==> src/hw/rtl/tmprof_pkg.sv <==
// Types, constants and microcode program of the trapezoid motion profile block.
package tmprof_pkg;

  // Configuration register indexes and reset values
  localparam int unsigned CfgIdxW = 2;
  localparam logic [CfgIdxW-1:0] RegMaxAccel    = 2'd0;
  localparam logic [CfgIdxW-1:0] RegMaxVelocity = 2'd1;
  localparam logic [CfgIdxW-1:0] RegLoopPeriod  = 2'd2;

  localparam logic [30:0] MaxAccelRst    = 31'd6553600;
  localparam logic [30:0] MaxVelocityRst = 31'd655360;
  localparam logic [31:0] LoopPeriodRst  = 32'd4294967;

  // Braking term saturates here: anything at or above it decides the same way
  localparam logic [33:0] BrakeSat = 34'h2_0000_0000;

  // Signed 32-bit limits for the reference, held in 34 bits
  localparam logic signed [33:0] RefHi = 34'sd2147483647;
  localparam logic signed [33:0] RefLo = -34'sd2147483648;

  // Divider: 33 quotient bits, one per step
  localparam int unsigned DivSteps = 33;
  localparam int unsigned CntW     = $clog2(DivSteps);
  localparam logic [CntW-1:0] DivLast = CntW'(DivSteps - 1);

  // Program store
  localparam int unsigned NumSteps = 16;
  localparam int unsigned PcW      = $clog2(NumSteps);
  localparam logic [PcW-1:0] StepFirst = 4'd0;
  localparam logic [PcW-1:0] StepDiv   = 4'd9;

  // Datapath operation of a step
  typedef enum logic [3:0] {
    OP_ERR,     // error and direction
    OP_FULL,    // latch A*dt
    OP_QHI,     // q = hi(A*dt)*dt
    OP_QADD,    // q += lo(A*dt)*dt >> 32
    OP_VELO,    // trial velocity with full acceleration
    OP_MAG,     // magnitude of trial velocity
    OP_THR,     // snap threshold
    OP_SQ,      // divider set-up from v^2
    OP_TDT,     // |v|*dt of trial velocity
    OP_DIV,     // one restoring division step
    OP_STOP,    // stopping distance
    OP_DECIDE,  // acceleration sign
    OP_VNEW,    // new velocity
    OP_MAGN,    // magnitude of new velocity
    OP_SNAP,    // snap test
    OP_FINISH   // new reference, state and result word
  } op_e;

  // Multiplier operand selection
  typedef enum logic [2:0] {
    MUL_NONE,
    MUL_A_DT,
    MUL_PHI_DT,
    MUL_FLO_DT,
    MUL_MAG_SQ,
    MUL_MAG_DT
  } mul_e;

  // Sequencing
  typedef enum logic [1:0] {
    JMP_NEXT,
    JMP_LOOP,
    JMP_END
  } jmp_e;

  typedef struct packed {
    op_e              op;
    mul_e             mul;
    jmp_e             jmp;
    logic [PcW-1:0]   target;
  } ctrl_t;

  // Control word ROM
  function automatic ctrl_t ucode(input logic [PcW-1:0] pc);
    ctrl_t w;
    w = '{op: OP_FINISH, mul: MUL_NONE, jmp: JMP_NEXT, target: StepFirst};
    unique case (pc)
      4'd0:  w = '{op: OP_ERR,    mul: MUL_A_DT,   jmp: JMP_NEXT, target: StepFirst};
      4'd1:  w = '{op: OP_FULL,   mul: MUL_PHI_DT, jmp: JMP_NEXT, target: StepFirst};
      4'd2:  w = '{op: OP_QHI,    mul: MUL_FLO_DT, jmp: JMP_NEXT, target: StepFirst};
      4'd3:  w = '{op: OP_QADD,   mul: MUL_NONE,   jmp: JMP_NEXT, target: StepFirst};
      4'd4:  w = '{op: OP_VELO,   mul: MUL_NONE,   jmp: JMP_NEXT, target: StepFirst};
      4'd5:  w = '{op: OP_MAG,    mul: MUL_NONE,   jmp: JMP_NEXT, target: StepFirst};
      4'd6:  w = '{op: OP_THR,    mul: MUL_MAG_SQ, jmp: JMP_NEXT, target: StepFirst};
      4'd7:  w = '{op: OP_SQ,     mul: MUL_MAG_DT, jmp: JMP_NEXT, target: StepFirst};
      4'd8:  w = '{op: OP_TDT,    mul: MUL_NONE,   jmp: JMP_NEXT, target: StepFirst};
      4'd9:  w = '{op: OP_DIV,    mul: MUL_NONE,   jmp: JMP_LOOP, target: StepDiv};
      4'd10: w = '{op: OP_STOP,   mul: MUL_NONE,   jmp: JMP_NEXT, target: StepFirst};
      4'd11: w = '{op: OP_DECIDE, mul: MUL_NONE,   jmp: JMP_NEXT, target: StepFirst};
      4'd12: w = '{op: OP_VNEW,   mul: MUL_NONE,   jmp: JMP_NEXT, target: StepFirst};
      4'd13: w = '{op: OP_MAGN,   mul: MUL_NONE,   jmp: JMP_NEXT, target: StepFirst};
      4'd14: w = '{op: OP_SNAP,   mul: MUL_MAG_DT, jmp: JMP_NEXT, target: StepFirst};
      4'd15: w = '{op: OP_FINISH, mul: MUL_NONE,   jmp: JMP_END,  target: StepFirst};
    endcase
    return w;
  endfunction

  // vel +/- dv, clamped to +/- vmax
  function automatic logic signed [31:0] clamp_vel(input logic signed [31:0] vel,
                                                   input logic [30:0] dv,
                                                   input logic add,
                                                   input logic [30:0] vmax);
    logic signed [32:0] sum;
    logic signed [32:0] lim;
    logic signed [31:0] res;
    sum = {vel[31], vel} + (add ? {2'b00, dv} : -{2'b00, dv});
    lim = {2'b00, vmax};
    if (sum > lim) begin
      res = {1'b0, vmax};
    end else if (sum < -lim) begin
      res = -{1'b0, vmax};
    end else begin
      res = sum[31:0];
    end
    return res;
  endfunction

endpackage

==> src/hw/rtl/trapezoid_motion_profile.sv <==
// Top level: microcoded trapezoid velocity profile generator, Q16.16.
//
//  channel | signals                                    | dir | word
//  --------+--------------------------------------------+-----+--------------------------
//  in      | in_valid_i, in_ready_o, target_position_i  | in  | one target per tick
//  out     | out_valid_o, out_ready_i, *_out_o, snapped | out | reference, vel, accel, snap
//  cfg     | cfg_valid_i, cfg_ready_o, cfg_index_i/data | in  | register write
//
// One word passes from acceptance to the result register through 15 single
// steps of the program plus 33 passes of the restoring divider step that
// forms v^2/(2A), one quotient bit per cycle. Words are processed one at a
// time; the next word is taken as soon as the program ends, even while the
// last result waits. The final step stalls only if that result is still
// unread. Reset clears the position and velocity and loads register defaults.
module trapezoid_motion_profile (
  input  logic                                 clk_i,
  input  logic                                 rst_ni,
  input  logic                                 in_valid_i,
  output logic                                 in_ready_o,
  input  logic signed [31:0]                   target_position_i,
  output logic                                 out_valid_o,
  input  logic                                 out_ready_i,
  output logic signed [31:0]                   reference_out_o,
  output logic signed [31:0]                   velocity_out_o,
  output logic signed [31:0]                   accel_out_o,
  output logic                                 snapped_o,
  input  logic                                 cfg_valid_i,
  output logic                                 cfg_ready_o,
  input  logic [tmprof_pkg::CfgIdxW-1:0]       cfg_index_i,
  input  logic [31:0]                          cfg_data_i
);

  // Configuration
  logic [30:0] max_accel_q, max_velocity_q;
  logic [31:0] loop_period_q;

  // Sequencer
  logic                          busy_q, busy_d;
  logic [tmprof_pkg::PcW-1:0]    pc_q, pc_d;
  logic [tmprof_pkg::CntW-1:0]   cnt_q, cnt_d;
  tmprof_pkg::ctrl_t             ctrl;
  logic                          advance, step_en;

  // Profile state
  logic signed [31:0] ref_q, ref_d, vel_q, vel_d;

  // Datapath
  logic signed [31:0] cmd_q;
  logic [63:0]        prod_q, prod_d;
  logic [31:0]        mul_a, mul_b;
  logic [62:0]        full_q, full_d;
  logic signed [32:0] err_q, err_d;
  logic               up_q, up_d;
  logic [63:0]        qq_q, qq_d;
  logic signed [31:0] velo_q, velo_d;
  logic [31:0]        mag_q, mag_d;
  logic               neg_q, neg_d;
  logic [32:0]        thr_q, thr_d;
  logic [31:0]        rem_q, rem_d;
  logic [32:0]        quo_q, quo_d;
  logic               sat_q, sat_d;
  logic [31:0]        tdt_q, tdt_d;
  logic signed [34:0] stop_q, stop_d;
  logic               accpos_q, accpos_d;
  logic signed [31:0] vnew_q, vnew_d;
  logic               snap_q, snap_d;

  // Result register
  logic               out_valid_q, out_valid_d;
  logic signed [31:0] ref_out_q, ref_out_d;
  logic signed [31:0] vel_out_q, vel_out_d;
  logic signed [31:0] acc_out_q, acc_out_d;
  logic               snap_out_q, snap_out_d;

  // Shared terms
  logic [30:0]        dv;
  logic               a_zero;
  logic [64:0]        thr_sum;
  logic [32:0]        div_t, div_d, div_diff;
  logic               div_ge;
  logic [33:0]        brake;
  logic signed [34:0] brake_s, tdt_s, err_x;
  logic               flip;
  logic [32:0]        abs_err;
  logic [31:0]        t2;
  logic signed [33:0] ref_sum;

  assign ctrl    = tmprof_pkg::ucode(pc_q);
  assign advance = !(ctrl.op == tmprof_pkg::OP_FINISH && out_valid_q && !out_ready_i);
  assign step_en = busy_q && advance;

  assign in_ready_o  = !busy_q;
  assign cfg_ready_o = 1'b1;

  assign dv     = full_q[62:32];
  assign a_zero = (max_accel_q == '0);

  // Next step
  always_comb begin
    busy_d = busy_q;
    pc_d   = pc_q;
    if (!busy_q) begin
      if (in_valid_i) begin
        busy_d = 1'b1;
        pc_d   = tmprof_pkg::StepFirst;
      end
    end else if (advance) begin
      unique case (ctrl.jmp)
        tmprof_pkg::JMP_NEXT: pc_d = pc_q + tmprof_pkg::PcW'(1);
        tmprof_pkg::JMP_LOOP: pc_d = (cnt_q != '0) ? ctrl.target
                                                   : pc_q + tmprof_pkg::PcW'(1);
        tmprof_pkg::JMP_END: begin
          busy_d = 1'b0;
          pc_d   = tmprof_pkg::StepFirst;
        end
        default: pc_d = tmprof_pkg::StepFirst;
      endcase
    end
  end

  // Multiplier operands
  always_comb begin
    unique case (ctrl.mul)
      tmprof_pkg::MUL_A_DT: begin
        mul_a = {1'b0, max_accel_q};
        mul_b = loop_period_q;
      end
      tmprof_pkg::MUL_PHI_DT: begin
        mul_a = {1'b0, prod_q[62:32]};
        mul_b = loop_period_q;
      end
      tmprof_pkg::MUL_FLO_DT: begin
        mul_a = full_q[31:0];
        mul_b = loop_period_q;
      end
      tmprof_pkg::MUL_MAG_SQ: begin
        mul_a = mag_q;
        mul_b = mag_q;
      end
      tmprof_pkg::MUL_MAG_DT: begin
        mul_a = mag_q;
        mul_b = loop_period_q;
      end
      default: begin
        mul_a = '0;
        mul_b = '0;
      end
    endcase
  end

  // Shared arithmetic terms
  always_comb begin
    thr_sum  = {1'b0, qq_q} + {2'b00, qq_q[63:1]};
    div_t    = {rem_q, quo_q[32]};
    div_d    = {1'b0, max_accel_q, 1'b0};
    div_ge   = (div_t >= div_d);
    div_diff = div_t - div_d;
    if (a_zero) begin
      brake = '0;
    end else if (sat_q) begin
      brake = tmprof_pkg::BrakeSat;
    end else begin
      brake = {1'b0, quo_q};
    end
    brake_s = {1'b0, brake};
    tdt_s   = neg_q ? -{3'b000, tdt_q} : {3'b000, tdt_q};
    err_x   = {{2{err_q[32]}}, err_q};
    flip    = up_q ? (err_x < stop_q && vel_q > 32'sd0)
                   : (err_x > stop_q && vel_q < 32'sd0);
    abs_err = err_q[32] ? -err_q : err_q;
    t2      = prod_q[63:32];
    ref_sum = {{2{ref_q[31]}}, ref_q} + (neg_q ? -{2'b00, t2} : {2'b00, t2});
  end

  // Datapath step
  always_comb begin
    prod_d   = prod_q;
    full_d   = full_q;
    err_d    = err_q;
    up_d     = up_q;
    qq_d     = qq_q;
    velo_d   = velo_q;
    mag_d    = mag_q;
    neg_d    = neg_q;
    thr_d    = thr_q;
    rem_d    = rem_q;
    quo_d    = quo_q;
    sat_d    = sat_q;
    cnt_d    = cnt_q;
    tdt_d    = tdt_q;
    stop_d   = stop_q;
    accpos_d = accpos_q;
    vnew_d   = vnew_q;
    snap_d   = snap_q;
    ref_d    = ref_q;
    vel_d    = vel_q;
    ref_out_d  = ref_out_q;
    vel_out_d  = vel_out_q;
    acc_out_d  = acc_out_q;
    snap_out_d = snap_out_q;
    if (step_en) begin
      if (ctrl.mul != tmprof_pkg::MUL_NONE) begin
        prod_d = 64'(mul_a) * 64'(mul_b);
      end
      unique case (ctrl.op)
        tmprof_pkg::OP_ERR: begin
          err_d = {cmd_q[31], cmd_q} - {ref_q[31], ref_q};
          up_d  = (cmd_q > ref_q);
        end
        tmprof_pkg::OP_FULL: full_d = prod_q[62:0];
        tmprof_pkg::OP_QHI:  qq_d   = prod_q;
        tmprof_pkg::OP_QADD: qq_d   = qq_q + {32'b0, prod_q[63:32]};
        tmprof_pkg::OP_VELO: velo_d = tmprof_pkg::clamp_vel(vel_q, dv, up_q, max_velocity_q);
        tmprof_pkg::OP_MAG: begin
          mag_d = velo_q[31] ? 32'(-velo_q) : velo_q;
          neg_d = velo_q[31];
        end
        tmprof_pkg::OP_THR: thr_d = thr_sum[64:32];
        tmprof_pkg::OP_SQ: begin
          // v^2 / 2A: top bits seed the remainder; saturation is flagged when they reach A
          sat_d = ({3'b000, prod_q[61:34]} >= max_accel_q);
          rem_d = {3'b000, prod_q[61:33]};
          quo_d = prod_q[32:0];
          cnt_d = tmprof_pkg::DivLast;
        end
        tmprof_pkg::OP_TDT: tdt_d = prod_q[63:32];
        tmprof_pkg::OP_DIV: begin
          rem_d = div_ge ? div_diff[31:0] : div_t[31:0];
          quo_d = {quo_q[31:0], div_ge};
          if (cnt_q != '0) begin
            cnt_d = cnt_q - tmprof_pkg::CntW'(1);
          end
        end
        tmprof_pkg::OP_STOP:   stop_d = up_q ? brake_s + tdt_s : tdt_s - brake_s;
        tmprof_pkg::OP_DECIDE: accpos_d = a_zero | (up_q ^ flip);
        tmprof_pkg::OP_VNEW:
          vnew_d = tmprof_pkg::clamp_vel(vel_q, dv, accpos_q, max_velocity_q);
        tmprof_pkg::OP_MAGN: begin
          mag_d = vnew_q[31] ? 32'(-vnew_q) : vnew_q;
          neg_d = vnew_q[31];
        end
        tmprof_pkg::OP_SNAP: snap_d = (mag_q <= {1'b0, dv}) && (abs_err < thr_q);
        tmprof_pkg::OP_FINISH: begin
          // Reference either snaps or moves by v*dt with saturation
          if (snap_q) begin
            ref_d = cmd_q;
          end else if (ref_sum > tmprof_pkg::RefHi) begin
            ref_d = tmprof_pkg::RefHi[31:0];
          end else if (ref_sum < tmprof_pkg::RefLo) begin
            ref_d = tmprof_pkg::RefLo[31:0];
          end else begin
            ref_d = ref_sum[31:0];
          end
          vel_d      = vnew_q;
          ref_out_d  = ref_d;
          vel_out_d  = vnew_q;
          acc_out_d  = accpos_q ? {1'b0, max_accel_q} : -{1'b0, max_accel_q};
          snap_out_d = snap_q;
        end
      endcase
    end
  end

  // Result valid
  always_comb begin
    out_valid_d = out_valid_q;
    if (out_valid_q && out_ready_i) begin
      out_valid_d = 1'b0;
    end
    if (step_en && ctrl.op == tmprof_pkg::OP_FINISH) begin
      out_valid_d = 1'b1;
    end
  end

  // Control, configuration and profile state
  always_ff @(posedge clk_i or negedge rst_ni) begin
    if (!rst_ni) begin
      busy_q         <= 1'b0;
      pc_q           <= tmprof_pkg::StepFirst;
      cnt_q          <= '0;
      out_valid_q    <= 1'b0;
      ref_q          <= '0;
      vel_q          <= '0;
      max_accel_q    <= tmprof_pkg::MaxAccelRst;
      max_velocity_q <= tmprof_pkg::MaxVelocityRst;
      loop_period_q  <= tmprof_pkg::LoopPeriodRst;
    end else begin
      busy_q      <= busy_d;
      pc_q        <= pc_d;
      cnt_q       <= cnt_d;
      out_valid_q <= out_valid_d;
      ref_q       <= ref_d;
      vel_q       <= vel_d;
      if (cfg_valid_i) begin
        if (cfg_index_i == tmprof_pkg::RegMaxAccel) begin
          max_accel_q <= cfg_data_i[30:0];
        end else if (cfg_index_i == tmprof_pkg::RegMaxVelocity) begin
          max_velocity_q <= cfg_data_i[30:0];
        end else if (cfg_index_i == tmprof_pkg::RegLoopPeriod) begin
          loop_period_q <= cfg_data_i;
        end
      end
    end
  end

  // Datapath and result payload
  always_ff @(posedge clk_i) begin
    if (in_valid_i && !busy_q) begin
      cmd_q <= target_position_i;
    end
    prod_q     <= prod_d;
    full_q     <= full_d;
    err_q      <= err_d;
    up_q       <= up_d;
    qq_q       <= qq_d;
    velo_q     <= velo_d;
    mag_q      <= mag_d;
    neg_q      <= neg_d;
    thr_q      <= thr_d;
    rem_q      <= rem_d;
    quo_q      <= quo_d;
    sat_q      <= sat_d;
    tdt_q      <= tdt_d;
    stop_q     <= stop_d;
    accpos_q   <= accpos_d;
    vnew_q     <= vnew_d;
    snap_q     <= snap_d;
    ref_out_q  <= ref_out_d;
    vel_out_q  <= vel_out_d;
    acc_out_q  <= acc_out_d;
    snap_out_q <= snap_out_d;
  end

  assign out_valid_o     = out_valid_q;
  assign reference_out_o = ref_out_q;
  assign velocity_out_o  = vel_out_q;
  assign accel_out_o     = acc_out_q;
  assign snapped_o       = snap_out_q;

  // An accepted word starts the program at its first step
  a_start: assert property (@(posedge clk_i) disable iff (!rst_ni)
    in_valid_i && in_ready_o |=> busy_q && pc_q == tmprof_pkg::StepFirst)
    else $error("program did not start on accepted word");

  // A result appears only from the final step
  a_result_src: assert property (@(posedge clk_i) disable iff (!rst_ni)
    $rose(out_valid_q) |-> $past(busy_q && ctrl.op == tmprof_pkg::OP_FINISH))
    else $error("result valid without final step");

  // Divider loops on itself and counts down
  a_div_loop: assert property (@(posedge clk_i) disable iff (!rst_ni)
    busy_q && ctrl.op == tmprof_pkg::OP_DIV && cnt_q != '0
      |=> pc_q == tmprof_pkg::StepDiv && cnt_q == $past(cnt_q - tmprof_pkg::CntW'(1)))
    else $error("divider loop broken");

endmodule
==> config.mk <==
export PLATFORM = sky130hd
export DESIGN_NAME = trapezoid_motion_profile
export DESIGN_NICKNAME = d
export VERILOG_FILES = /design/src/hw/rtl/tmprof_pkg.sv /design/src/hw/rtl/trapezoid_motion_profile.sv
export SDC_FILE = /design/constraint.sdc
export NUM_CORES = 2
export LEC_CHECK = 0
export BUFFER_PORTS_ARGS = -buffer_cell sky130_fd_sc_hd__buf_4
export CORE_MARGIN = 3
export CORE_UTILIZATION = 40
export DETAILED_ROUTE_END_ITERATION = 12
export GPL_TIMING_DRIVEN = 0
export PLACE_DENSITY = 0.54
export SLEW_MARGIN = 15
export SYNTH_ARGS = -nofsm -noshare
export SYNTH_HDL_FRONTEND = slang
export SYNTH_SLANG_ARGS = --single-unit
==> constraint.sdc <==
create_clock -name clk_i -period 12.32 [get_ports clk_i]
set_input_delay 0.616 -clock clk_i [delete_from_list [all_inputs] [get_ports clk_i]]
set_output_delay 0.616 -clock clk_i [all_outputs]
set_load 0.02 [all_outputs]
* Word-level counts from Yosys, hierarchy flattened
Memories as Yosys holds them, arrays and structs flattened.
Index checks and enable logic that the tools add are counted.
** Word-level totals
- Bits in registers :: 789
- ROM bits :: 176
- Bits of input ports :: 71
- Output and inout bits :: 100
- Word-level logic and storage cells :: 186
- Memories :: 1
** Memories
- (name not given) :: depth 16, width 11, rd ports 1, clocked after memory_dff 0, write ports 0, RTL line tmprof_pkg.sv:80 : unique case (pc)
** Cells by class
- Add/sub/neg operators :: 20
- Multipliers :: 1
- Order comparisons :: 15
- Equality and inequality tests :: 26
- Mux-type cells :: 40
- Bitwise logic cells :: 4
- Reductions and logical operators :: 45
** Operators by type and width (count)
- $mux W32 :: 8
- $pmux W32 S2 :: 3
- $pmux W32 S4 :: 1
- $pmux W64 S2 :: 1
- $mux W34 :: 3
- $lt A33 B33 Y1 :: 3
- $mux W33 :: 3
- $mux W31 :: 3
- $mux W35 :: 2
- $add A33 B33 Y33 :: 2
- $gt A33 B32 Y1 :: 2
- $neg A31 Y33 :: 2
- $pmux W33 S2 :: 1
- $add A64 B63 Y65 :: 1
- $add A64 B32 Y64 :: 1
- $mul A32 B32 Y64 :: 1
- $neg A31 Y32 :: 2
- $neg A32 Y32 :: 2
- $add A35 B35 Y35 :: 1
- $gt A33 B35 Y1 :: 1
- $lt A33 B35 Y1 :: 1
- $neg A32 Y35 :: 1
- $sub A35 B35 Y35 :: 1
- $add A34 B34 Y34 :: 1
- 46 further kinds :: 104

* Longest topological paths before layout
An unclocked memory read counts as a cell.
- Depth in word-level cells :: 8
- Depth in mapped cells :: 40
- Depth with buffers taken out :: 38

* Worst setup path after synthesis
Ideal clock, no wire load.
- Kind :: reg2reg
- From :: register pc_q[0] (netlist name)
- To :: register prod_q[58] (data pin)
- Arrival :: 9.918 ns
- Slack :: 2.142 ns
- Cell stages (with the launch flop) :: 37
- Clock period less this slack :: 10.178 ns
- Cells stage by stage :: dfrtp_1 ha_1 clkbuf_1 inv_1 o21ai_0 a22oi_1 nor3_1 clkbuf_1 a221oi_1 clkbuf_1 nor2_1 fa_1 fa_1 fa_1 inv_1 fa_1 inv_1 fa_1 inv_1 fa_1 inv_1 fa_1 inv_1 fa_1 inv_1 ha_1 nand4_1 or2_2 a2111o_1 a2111oi_0 o21ai_0 o211ai_1 nor2_1 o21ai_0 a21o_1 a41oi_1 xnor2_1
** On the way
- Longest elaborated chain between the ends :: 5
- Elaborated cells on any way between the ends :: 11
- Those cells by class :: 1 x mul; 5 x eq/ne; 2 x mux; 2 x reduce/logical; 1 x memory
** Ends and longest elaborated chain
- start, declared :: RTL line trapezoid_motion_profile.sv:39 : logic [tmprof_pkg::PcW-1:0] pc_q, pc_d;
- start signal, assigned :: RTL line trapezoid_motion_profile.sv:279 : pc_q <= tmprof_pkg::StepFirst;
- start signal, assigned :: RTL line trapezoid_motion_profile.sv:289 : pc_q <= pc_d;
- $mem_v2 Z16 W11 (*)
- $eq A3 B3 Y1, or another cell as far along :: RTL line trapezoid_motion_profile.sv:123 : unique case (ctrl.mul)
- $reduce_or A4 Y1 (no line) or $reduce_or A2 Y1 (tied branches)
- $pmux W32 S2 or $pmux W32 S4 (tied branches) :: RTL line trapezoid_motion_profile.sv:123
- $mul A32 B32 Y64 (*) :: RTL line trapezoid_motion_profile.sv:203 : prod_d = 64'(mul_a) * 64'(mul_b);
- end signal, assigned :: RTL line trapezoid_motion_profile.sv:311 : prod_q <= prod_d;
- end, declared :: RTL line trapezoid_motion_profile.sv:49 : logic [63:0] prod_q, prod_d;
Mark *: on every way between the ends. The rest lies on a longest branch, timed or not.
A chain may end at the register's enable or synchronous reset.

* Worst setup path after layout
- From :: register pc_q[0] (netlist name)
- To :: register prod_q[63] (data pin)
Same word-level chain as after synthesis.

==> flow_metrics.py <==
metrics = {
    "worst_setup_path": {
        "crit_start": "pc_q[0]",
        "crit_required_ns": 12.84,
        "cp_num_buf_inv": 6,
        "crit_path_end_kind": "flop",
        "r2r-end": "prod_q[63]",
        "path_class": "flop to flop",
        "crit_arrival_ns": 12.56,
        "reg2reg_from": "pc_q[0]",
        "reg2reg_depth": 31,
        "cp_common_cell": "fa_1",
        "critPathLaunchType": "flop",
        "path_depth": 31,
        "crit_fanout": 10,
        "r2r_slack_ns": 0.27,
        "critPathSlowestCell": "clkbuf_1",
        "critical-path-max-stage-delay_ns": 0.77,
        "critPathTopFamily": "adder cells",
    },
    "final_layout": {
        "fillCellCount": 21700,
        "final_layout_size_suffix_gt1_share_pct": 7.77,
        "syn_to_final_growth_pct": 12.0,
        "final_cell_mix": "inv_1 (1252), nand2_1 (1138), nor2_1 (1018)",
        "seqCellArea_sq_um": 22900,
        "final_common_cell": "inv_1",
        "multiInputGateArea_sq_um": 60700,
        "final_nets": 11900,
        "fin_area_sq_um": 99900,
    },
    "logic_synthesis": {
        "yosysTopAreaCellShare_pct": 20.8,
        "ys_types": 94,
        "synth_area_leaders": "edfxtp_1 (21%), fa_1 (20%), ha_1 (11%)",
        "syn_nets": 11500,
        "ys_ff_latch": 789,
        "syn-cell-area_sq_um": 89200,
        "yosysTopAreaCell": "edfxtp_1",
        "syn_inst": 9692,
        "synth_flop_cell": "edfxtp_1",
        "yosysSeqAreaShare_pct": 25.6,
        "synth_edf_count": 619,
        "yosysWarnings": 0,
        "syn_area_per_cell_sq_um": 9.20,
        "synth-async-reset-ratio_pct": 21.5,
    },
    "clock_tree": {
        "numCtsBuffers": 100,
        "worstSkewPairLatency_ns": 0.79,
        "cts_max_path_buffers": 3,
        "cts_tree": "built",
        "root_buffer": "clkbuf_16",
        "cts.sinks": 789,
        "clk_pin_slew_ns": 0.06,
        "htreeDepth": 3,
    },
    "job": {
        "drv_cap": 0,
    },
    "global_route": {
        "grt_usage_pct": 34.1,
        "antenna_found_initial": 30,
        "grt_pass1_wl_um": 557000,
        "grt_max_degree": 77,
        "grt.overflow.total": 0,
        "first_global_vias": 76200,
    },
    "routing": {
        "drtIter0Drc": 8052,
        "wl_per_cell_um": 30.1,
        "routed_via_density": 5.85,
        "drt_first_pass_iters": 6,
        "wl_um": 395000,
        "drc": 0,
        "detail-route-antenna-nets": 0,
        "num_vias": 76800,
    },
    "die": {
        "die_w_um": 478,
        "rows": 172,
        "start_util_pct": 40.4,
        "ioPinCount": 171,
        "die_y_um": 478,
        "dieArea_sq_um": 229000,
        "coreArea_sq_um": 221000,
    },
    "hold_path": {
        "hold_path.startpoint": "cfg_data_i[31]",
        "hold_path_end": "loop_period_q[31]",
        "min_path_type": "input port to flop",
        "whs_path_depth": 2,
    },
    "sta": {
        "finalWorstSetupSlack_ns": 0.274,
        "timing.slew.headroom_pct": 9.14,
        "min_period_over_period_pct": 97.8,
        "report.final.slew_viol_count": 0,
        "setup_viol": 0,
        "finalClockSkew_ns": 0.0853,
        "fmax_mhz": 83.0,
        "final.min_clock_period_ns": 12.05,
        "hold_viol_final": 0,
        "timing_worst_slew_pin_value_ns": 1.36,
        "rsz0062_at_grt": "yes",
    },
    "outcome": {
        "outcome": "finished, final reports clean",
    },
    "placed_design": {
        "place_area_sq_um": 95600,
        "place.gp.congestion": 1.02,
        "portBuffers": 169,
        "hpwl_um": 322000,
        "place_ws_ns": -1.65,
    },
}
==> cells by family (layout without fill, tap and decap cells) <==
| logic type | Yosys count | in the layout | synth area share (%) |
|---|---|---|---|
| XOR/XNOR | 588 | 588 | 5.78 |
| flip-flops | 789 | 789 | 25.6 |
| adder cells (fa/ha/maj) | 1722 | 1722 | 31.8 |
| other | 1 | 17 | 0.00420 |
| buffers and inverters | 1642 | 2104 | 6.95 |
| AO/OA/AOI/OAI | 1900 | 1900 | 13.9 |
| multiplexers | 135 | 135 | 1.66 |
| AND/OR/NAND/NOR | 2915 | 2915 | 14.3 |
==> repair_timing <==
action | CTS | global route
setup endpoints to repair | 29 | 16
cloned | 0 | 0
setup buffers | 0 | 4
hold endpoints to repair | 59 | 0
resized for setup | 56 | 175
hold buffers | 33 | 0
pin swaps | 0 | 1
==> per-layer routing <==
| layer | share of wire, % | GRT usage, % | wire length (um) |
|---|---|---|---|
| met5 | 0.057 | 0.378 | 224 |
| met4 | 6.5 | 18.3 | 25600 |
| met3 | 11 | 10.3 | 43200 |
| met2 | 42 | 50.4 | 166000 |
| met1 | 40 | 44.6 | 159000 |
==> through the flow <==
stage          utilization (%)  std cells  TNS [ns]  hold slack, ns
2_1_floorplan                -       9692         0           0.320
3_3_place_gp              42.6      12800    -52.41           0.494
3_5_place_dp              43.3      12900    -21.46           0.496
4_1_cts                   45.1      13100         0          0.0966
5_1_grt                   45.2      13100   -0.0325           0.150
6_report                  45.3      13100         0           0.143
==> area by class of cell <==
type                       instances  area share [%]
antenna                           16          0.0401
buffer                           379            1.60
clock buffer                     111            2.60
clock inverter                    78           0.937
inverter                        1255            4.71
multi-input combinational       7261            60.8
sequential                       789            22.9
tap                             2958            3.70
timing repair buffer             281            2.75
==> flip-flops by register name, indices dropped and copies added, names as in the netlist, 32 cells and up <==
signal / count
accel_out_o: 32
cmd_q: 32
err_q: 33
full_q: 63
loop_period_q: 32
mag_q: 32
prod_q: 64
qq_q: 64
quo_q: 33
ref_q: 32
reference_out_o: 32
rem_q: 32
stop_q: 35
tdt_q: 32
thr_q: 33
vel_q: 32
velo_q: 32
velocity_out_o: 32
vnew_q: 32
==> how the worst max path moves through the flow <==
stage                     slack (ns)    endpoint
final                           0.27  prod_q[63]
after global routing           -0.03  prod_q[63]
after CTS                      0.005  prod_q[63]
after detailed placement       -1.65  prod_q[62]
after global placement         -2.64  prod_q[61]
after floorplan                 2.14  prod_q[58]
==> Yosys cell counts, types with 107 or more instances <==
cell type	instances
nor2_1	1018
o21ai_0	428
a21oi_1	527
xor2_1	152
inv_1	1252
fa_1	903
nand3_1	117
nand2_1	1138
edfxtp_1	619
clkbuf_1	342
ha_1	819
dfrtp_1	155
xnor2_1	435
a21o_1	264
nor3_1	107
Power is not shown: default switching activity piles up to over one toggle a cycle in this logic, so the estimate is an artifact.
